===== config.mk =====
export PLATFORM = sky130hd
export DESIGN_NAME = bsc_temp_pipe
export DESIGN_NICKNAME = d
export VERILOG_FILES = /design/src/rtl/barometric_sensor_compensation_macros.svh /design/src/rtl/bsc_pkg.sv /design/src/rtl/bsc_temp_pipe.sv
export SDC_FILE = /design/constraint.sdc
export NUM_CORES = 2
export LEC_CHECK = 0
export BUFFER_PORTS_ARGS = -buffer_cell sky130_fd_sc_hd__buf_2
export CAP_MARGIN = 20
export CORE_AREA = 2 2 452 454
export CTS_CLUSTER_DIAMETER = 60
export DETAILED_ROUTE_END_ITERATION = 8
export DIE_AREA = 0 0 454 456
export GPL_TIMING_DRIVEN = 1
export SLEW_MARGIN = 25
export SYNTH_ARGS = -nofsm -noshare
export SYNTH_HDL_FRONTEND = slang
export SYNTH_SLANG_ARGS = --single-unit

===== constraint.sdc =====
create_clock -name clk -period 8.8 [get_ports clk]
set_input_delay 0.88 -clock clk [delete_from_list [all_inputs] [get_ports clk]]
set_output_delay 0.88 -clock clk [all_outputs]
set_load 0.1 [all_outputs]

===== src/rtl/barometric_sensor_compensation_macros.svh =====
// ----------------------------------------------------------------------------
// Assertion macros for the barometric sensor compensation block
// Concurrent checks that compile away when ASSERT_OFF is defined.
// ----------------------------------------------------------------------------
`ifndef BAROMETRIC_SENSOR_COMPENSATION_MACROS_SVH
`define BAROMETRIC_SENSOR_COMPENSATION_MACROS_SVH
`ifndef ASSERT_OFF
// Checks that cons holds in every cycle in which ante holds.
`define BSC_ASSERT_IMPLY(name, clk, rst_n, ante, cons) \
  name: assert property (@(posedge clk) disable iff (!rst_n) (ante) |-> (cons)) \
    else $error("implication check failed");
// Checks that expr holds in every cycle out of reset.
`define BSC_ASSERT_ALWAYS(name, clk, rst_n, expr) \
  name: assert property (@(posedge clk) disable iff (!rst_n) (expr)) \
    else $error("invariant check failed");
`else
`define BSC_ASSERT_IMPLY(name, clk, rst_n, ante, cons)
`define BSC_ASSERT_ALWAYS(name, clk, rst_n, expr)
`endif
`endif


===== src/rtl/bsc_pkg.sv =====
// ----------------------------------------------------------------------------
// bsc_pkg
// Shared types, widths, register indexes and reset values of the
// barometric sensor compensation block.
// ----------------------------------------------------------------------------
`default_nettype none

package bsc_pkg;

  localparam int NUM_REGS   = 8;
  localparam int REG_IDX_W  = $clog2(NUM_REGS);
  localparam int CFG_IDX_W  = 4;
  localparam int CFG_DATA_W = 32;

  localparam logic [REG_IDX_W-1:0] REG_TEMP_COEFF_1   = REG_IDX_W'(0);
  localparam logic [REG_IDX_W-1:0] REG_TEMP_COEFF_2   = REG_IDX_W'(1);
  localparam logic [REG_IDX_W-1:0] REG_TEMP_COEFF_3   = REG_IDX_W'(2);
  localparam logic [REG_IDX_W-1:0] REG_PRESS_COEFF_1  = REG_IDX_W'(3);
  localparam logic [REG_IDX_W-1:0] REG_PRESS_COEFF_23 = REG_IDX_W'(4);
  localparam logic [REG_IDX_W-1:0] REG_PRESS_COEFF_45 = REG_IDX_W'(5);
  localparam logic [REG_IDX_W-1:0] REG_PRESS_COEFF_67 = REG_IDX_W'(6);
  localparam logic [REG_IDX_W-1:0] REG_PRESS_COEFF_89 = REG_IDX_W'(7);

  localparam logic [CFG_DATA_W-1:0] REG_RESET [NUM_REGS] = '{
    32'd27504, 32'd26435, 32'h0000FC18, 32'd36477,
    32'd198235715, 32'd9177895, 32'd1015873529, 32'd393266936
  };
  localparam logic [CFG_DATA_W-1:0] REG_MASK [NUM_REGS] = '{
    32'h0000FFFF, 32'h0000FFFF, 32'h0000FFFF, 32'h0000FFFF,
    32'hFFFFFFFF, 32'hFFFFFFFF, 32'hFFFFFFFF, 32'hFFFFFFFF
  };

  // Divider operand widths: numerator magnitude, divisor magnitude, quotient.
  localparam int UN_W  = 57;
  localparam int UW_W  = 36;
  localparam int Q_W   = 39;
  localparam int P16_W = Q_W + 1;

  typedef struct packed {
    logic [19:0] adc_temperature;
    logic [19:0] adc_pressure;
  } bsc_in_t;

  typedef struct packed {
    logic signed [20:0] fine_temperature;
    logic signed [15:0] temperature_centi_c;
    logic [24:0]        pressure_q8_pa;
    logic               pressure_invalid;
  } bsc_out_t;

  typedef struct packed {
    logic [15:0]        t1;
    logic signed [15:0] t2;
    logic signed [15:0] t3;
    logic [15:0]        p1;
    logic signed [15:0] p2;
    logic signed [15:0] p3;
    logic signed [15:0] p4;
    logic signed [15:0] p5;
    logic signed [15:0] p6;
    logic signed [15:0] p7;
    logic signed [15:0] p8;
    logic signed [15:0] p9;
  } coeff_t;

  typedef struct packed {
    logic signed [20:0] tf;
    logic signed [15:0] cc;
  } temp_t;

  typedef struct packed {
    temp_t       temp;
    logic [19:0] adc_p;
  } temp_res_t;

  typedef struct packed {
    temp_t           temp;
    logic [UN_W-1:0] un;
    logic [UW_W-1:0] uw;
    logic            neg;
    logic            invalid;
  } div_in_t;

  typedef struct packed {
    temp_t                   temp;
    logic signed [P16_W-1:0] p16;
    logic                    invalid;
  } div_out_t;

endpackage

`default_nettype wire


===== src/rtl/bsc_temp_pipe.sv =====
// ----------------------------------------------------------------------------
// bsc_temp_pipe
// Seven-stage temperature polynomial: fine temperature and centi-degrees.
// ----------------------------------------------------------------------------
`default_nettype none

module bsc_temp_pipe (
  input  logic               clk,
  input  logic               rst_n,
  input  logic               en,
  input  logic               in_vld,
  input  bsc_pkg::bsc_in_t   in_data,
  input  bsc_pkg::coeff_t    coeff,
  output logic               out_vld,
  output bsc_pkg::temp_res_t out_data
);
  import bsc_pkg::*;

  localparam int LAT = 7;

  logic [LAT-1:0]     vld_r;
  logic [19:0]        adcp_r [LAT];

  logic signed [20:0] d_r, d_nxt;
  logic signed [36:0] dt2_r, dt2_nxt, dt2b_r;
  logic signed [41:0] dd_full;
  logic [40:0]        dd_r;
  logic signed [57:0] ddt3_r, ddt3_nxt;
  logic signed [58:0] num_r, num_nxt;
  logic [58:0]        num_abs;
  logic [57:0]        mag_r;
  logic               neg5_r, neg6_r;
  logic [60:0]        mag5;
  logic [23:0]        tfm_r;
  logic [18:0]        ccm_r;
  logic [24:0]        tf_ext, tf_s;
  logic [19:0]        cc_ext, cc_s;
  temp_t              temp_r, temp_nxt;

  assign d_nxt    = $signed({1'b0, in_data.adc_temperature}) - $signed({1'b0, coeff.t1, 4'b0});
  assign dt2_nxt  = $signed(d_r) * $signed(coeff.t2);
  assign dd_full  = $signed(d_r) * $signed(d_r);
  assign ddt3_nxt = $signed({1'b0, dd_r}) * $signed(coeff.t3);
  assign num_nxt  = $signed({{2{dt2b_r[36]}}, dt2b_r, 20'b0}) + $signed({ddt3_r[57], ddt3_r});
  assign num_abs  = num_r[58] ? -num_r : num_r;
  assign mag5     = {1'b0, mag_r, 2'b0} + {3'b0, mag_r};

  // Restore the sign and clamp to the output ranges.
  always_comb begin
    tf_ext = {1'b0, tfm_r};
    cc_ext = {1'b0, ccm_r};
    tf_s   = neg6_r ? -tf_ext : tf_ext;
    cc_s   = neg6_r ? -cc_ext : cc_ext;
    if ($signed(tf_s) > 25'sd1048575) begin
      temp_nxt.tf = 21'sd1048575;
    end else if ($signed(tf_s) < -25'sd1048576) begin
      temp_nxt.tf = -21'sd1048576;
    end else begin
      temp_nxt.tf = tf_s[20:0];
    end
    if ($signed(cc_s) > 20'sd20479) begin
      temp_nxt.cc = 16'sd20479;
    end else if ($signed(cc_s) < -20'sd20480) begin
      temp_nxt.cc = -16'sd20480;
    end else begin
      temp_nxt.cc = cc_s[15:0];
    end
  end

  always_ff @(posedge clk) begin
    if (!rst_n) begin
      vld_r <= '0;
    end else if (en) begin
      vld_r <= {vld_r[LAT-2:0], in_vld};
    end
  end

  always_ff @(posedge clk) begin
    if (en) begin
      adcp_r[0] <= in_data.adc_pressure;
      for (int k = 1; k < LAT; k++) begin
        adcp_r[k] <= adcp_r[k-1];
      end
      d_r    <= d_nxt;
      dt2_r  <= dt2_nxt;
      dd_r   <= dd_full[40:0];
      dt2b_r <= dt2_r;
      ddt3_r <= ddt3_nxt;
      num_r  <= num_nxt;
      mag_r  <= num_abs[57:0];
      neg5_r <= num_r[58];
      tfm_r  <= mag_r[57:34];
      ccm_r  <= mag5[60:42];
      neg6_r <= neg5_r;
      temp_r <= temp_nxt;
    end
  end

  assign out_vld        = vld_r[LAT-1];
  assign out_data.temp  = temp_r;
  assign out_data.adc_p = adcp_r[LAT-1];

endmodule

`default_nettype wire


# Word-level counts from Yosys, hierarchy flattened
# Memories as Yosys holds them, arrays and structs flattened.
# Cells that the tools add are included.
[classes]
n_addsub = 6
n_mul = 3
mux = 7
magnitude_cmp = 4
[op_table]
columns = ["op", "n"]
rows = [
  ["adder 60 x 58 -> 61 bit", 1],
  ["adder 57 x 58 -> 59 bit", 1],
  ["multiplier 42 x 16 -> 58 bit", 1],
  ["2-to-1 mux 58 bit", 1],
  ["negation 58 bit", 1],
  ["multiplier 21 x 21 -> 41 bit", 1],
  ["multiplier 21 x 16 -> 37 bit", 1],
  ["> comparator 25 x 21 -> 1 bit (second input constant)", 1],
  ["< comparator 25 x 21 -> 1 bit (second input constant)", 1],
  ["2-to-1 mux 25 bit", 1],
  ["negation 24 -> 25 bit", 1],
  ["2-to-1 mux 21 bit", 1],
  ["subtractor 20 x 20 -> 21 bit", 1],
  ["> comparator 20 x 16 -> 1 bit (second input constant)", 1],
  ["< comparator 20 x 16 -> 1 bit (second input constant)", 1],
  ["2-to-1 mux 20 bit", 1],
  ["negation 19 -> 20 bit", 1],
  ["2-to-1 mux 16 bit", 1],
  ["2-to-1 mux 1 bit", 2],
]
[word_totals]
ram_bits = 140
n_memories = 1
inputBits = 236
ff_bits = 400
[memory_table]
columns = ["memory", "words", "width", "rd", "rd_clocked_by_memory_dff", "write_ports", "line", "rtl"]
rows = [
  ["adcp_r", 7, 20, 7, 0, 7, "bsc_temp_pipe.sv:22", "logic [19:0] adcp_r [LAT];"],
]

# Depth between registers and ports, before layout
[depth]
word_depth = 4
ltp_mapped = 28
depth_no_buf = 27

# Worst setup path after synthesis
# OpenSTA, ideal clock, no wires.
[synth_timing]
kind = "reg2reg"
start = "reg d_r[20]"
end = "reg dd_r[39], data pin"
stages_incl_launch_ff = 25
t_arrival_ps = 7237
setup_time_ps = 258
path_slack_ps = 1306
n_path_buf = 2
path_cell_list = "edfxtp_1 clkbuf_1 buf_1 nand2_1 fa_1 inv_1 fa_1 inv_1 fa_1 inv_1 fa_1 fa_1 fa_1 inv_1 fa_1 inv_1 ha_1 a21o_1 a211o_1 a21oi_1 or4b_2 a211oi_1 o31ai_1 a21oi_1 xnor2_1"
[synth_between]
elab_chain_len = 1
[synth_rtl]
columns = ["element", "line", "rtl"]
rows = [
  ["start, declared", "bsc_temp_pipe.sv:24", "logic signed [20:0] d_r, d_nxt;"],
  ["start signal, assigned", "bsc_temp_pipe.sv:84", "d_r <= d_nxt;"],
  ["multiplier 21 x 21 -> 41 bit", "bsc_temp_pipe.sv:42", "assign dd_full = $signed(d_r) * $signed(d_r);"],
  ["net dd_full[39]", "bsc_temp_pipe.sv:26", "logic signed [41:0] dd_full;"],
  ["end signal, assigned", "bsc_temp_pipe.sv:86", "dd_r <= dd_full[40:0];"],
  ["end, declared", "bsc_temp_pipe.sv:27", "logic [40:0] dd_r;"],
]
# The timed path passes the listed nets, and every way through them passes these cells.
# A chain may end at the register's enable or synchronous reset.

# Final worst setup path
[layout_timing]
start = "reg d_r[5]"
end = "reg dd_r[40], data pin"
# The elaborated chain is that of the path after synthesis.

==> flow_summary_export.csv <==
group,metric,value,unit
outcome,status,"finished clean",
floorplanning,fp-row-count,165,
sta,fin_ws,409,ps
yosys,ys_types,77,
global_route,overflow,0,
worst_setup_path,path_depth,26,
sta,fin_crit_sh,95.3,%
yosys,syn_avg_cell_area,10.2,um^2
floorplanning,dieArea,207000,um^2
clocking,path_clk_slew,60,ps
worst_setup_path,critical_path_buf_inv_count,7,
run,cap_viol_max_count,0,
placed_design,place_ws,410,ps
layout,nNetsFinal,8999,
yosys,synth_area_leader_cell,"fa_1",
sta,worst_pin_slew,991,ps
clocking,cts.htree.levels,2,
floorplanning,die_w,454,um
floorplanning,coreArea,202000,um^2
worst_setup_path,cpPeakStageDelay,540,ps
yosys,yosys_warnings,0,
worst_setup_path,r2r_cells,26,
sta,min_period,8390,ps
yosys,ys_seq_elements,539,
route,via_count,46700,
yosys,seq_area_frac_synth,22.9,%
layout,layout_common_cells,"1570 x inv_1, 1278 x fa_1, 869 x nand2_1",
placed_design,gp_congestion,0.906,
clocking,cts_made_buffers,58,
route,drtIter0Drc,2916,
floorplanning,fp.dieH,456,um
placed_design,dpl.hpwl,135000,um
route,finalWirelength,165000,um
layout,instances_no_fill,9705,
route,routedWlPerCell,17.0,um
worst_setup_path,cp.required,9200,ps
sta,slew_headroom,33.9,%
sta,fin_tns_setup,0,ps
global_route,grt_max_degree,182,
global_route,grt_pass1_wl,271000,um
yosys,synth_area,70400,um^2
min_path,min_path_type,"primary input to flop",
route,drc,0,
clocking,clock_path_buffers,3,
worst_setup_path,worstSetupEndpointType,"flop",
worst_setup_path,worst-path-max-fanout,7,
layout,syn2layout_area_growth,8.69,%
worst_setup_path,crit_arrival,8790,ps
worst_setup_path,cp-start-kind,"flop",
sta,setup_viol,0,
layout,final_common_cell,"inv_1",
yosys,synth.area.top_cells,"fa_1 36%, edfxtp_1 23%, ha_1 8.9%",
sta,rsz0062_at_grt,"no",
sta,fin_skew,23.9,ps
yosys,synthCells,6899,
route,ant_nets,0,
clocking,cts_hold_buf,0,
sta,slew_violations,0,
placed_design,numPortBuffers,149,
yosys,yosysTopAreaCellShare,36.4,%
route,drt-pass1-iter-count,6,
global_route,grtUsageTotal,16.4,%
placed_design,dp_cells,9595,
min_path,worstHoldPathCells,1,
clocking,insertion_delay,660,ps
yosys,async_reset_ff_share,0,%
sta,final-hold-violation-count,0,
route,avgViaCountPerCell,4.82,
yosys,synth_ff_type,"edfxtp_1",
sta,fmax,119,MHz
global_route,antenna_found_initial,8,
clocking,numClockSinks,539,
worst_setup_path,slowest_stage,"fa_1",
yosys,synth-edff-count,532,
clocking,clockRootBuffer,"clkbuf_16",
floorplanning,start_util,34.9,%
layout,drive_above_1_share,5.82,%
global_route,first_global_vias,50500,
clocking,cts_tree,"built",
worst_setup_path,critical_path_class,"flop to flop",
worst_setup_path,cpLargestDelayFamily,"adder cells",
floorplanning,io_pins,294,
[synthesized netlist by cell type, types with 25 or more instances]
| library cell | n |
|---|---|
| a211oi_1 | 27 |
| a21o_1 | 102 |
| a21oi_1 | 171 |
| and2_1 | 383 |
| and3_1 | 25 |
| clkbuf_1 | 244 |
| edfxtp_1 | 532 |
| fa_1 | 1278 |
| ha_1 | 502 |
| inv_1 | 1570 |
| nand2_1 | 869 |
| nand2b_1 | 52 |
| nand3_1 | 39 |
| nand4_1 | 28 |
| nor2_1 | 187 |
| nor2b_1 | 31 |
| nor3_1 | 44 |
| o21ai_0 | 172 |
| o31ai_1 | 38 |
| xnor2_1 | 203 |
| xor2_1 | 96 |
[flip-flops by register name, summed over array words and instances, names as in the netlist]
signal    cells
ccm_r        19
tfm_r        24
dd_r         40
dt2_r        37
out_data     37
adcp_r      140
num_r        59
vld_r         7
mag_r        58
neg6_r        1
dt2b_r       37
neg5_r        1
d_r          21
ddt3_r       58
[logic make-up after synthesis]
family / after synthesis / synth area share [%]
adders and majority gates: 1780 / 45.3
DFF: 539 / 22.9
other: 2 / 0.0107
muxes: 14 / 0.203
and+or+nand+nor: 1741 / 11.7
buffers and inverters: 1821 / 9.71
xor gates and xnor gates: 299 / 3.72
AOI/OAI and AO/OA: 703 / 6.48
[final cells by class]
class	count	area (um^2)
Clock buffer	64	1500
Inverter	1573	5900
Multi-Input combinational cell	4544	47400
Sequential cell	539	16100
Timing Repair Buffer	267	1680
Antenna cell	3	7.51
Clock inverter	43	504
Fill cell	19700	125000
Tap cell	2672	3340
[metrics by stage]
step / instance area [um^2] / hold slack (ps) / utilization (%)
2_1_floorplan: 70400 / 400 / -
3_3_place_gp: 74500 / 400 / 36.9
3_5_place_dp: 74500 / 405 / 36.9
4_1_cts: 76500 / 343 / 37.9
5_1_grt: 76500 / 354 / 37.9
6_report: 76500 / 396 / 37.9
[path summary, 6_finish.rpt]
| kind | end | from | slack, ps |
|---|---|---|---|
| hold / removal | adcp_r[0][2] | in_data[2] | 400 |
| setup / recovery | dd_r[40] | d_r[5] | 410 |
| hold reg to reg | adcp_r[5][13] | adcp_r[4][13] | 400 |
| setup reg to reg | dd_r[40] | d_r[5] | 410 |
[what timing repair did]
action	in CTS	in global routing
resized for setup	0	1
endpoints found under the setup margin	0	1
setup buffers	0	0
[metal layers]
layer	part of all wire (%)	vias to the layer above	global-route usage (%)
li1	-	21500	-
met1	43	24000	21.6
met2	50	1025	28.5
met3	4.9	226	1.96
met4	2.3	4	3.94
met5	0.017	-	0
Power is not shown: default switching activity piles up to over one toggle a cycle in this logic, so the estimate is an artifact.
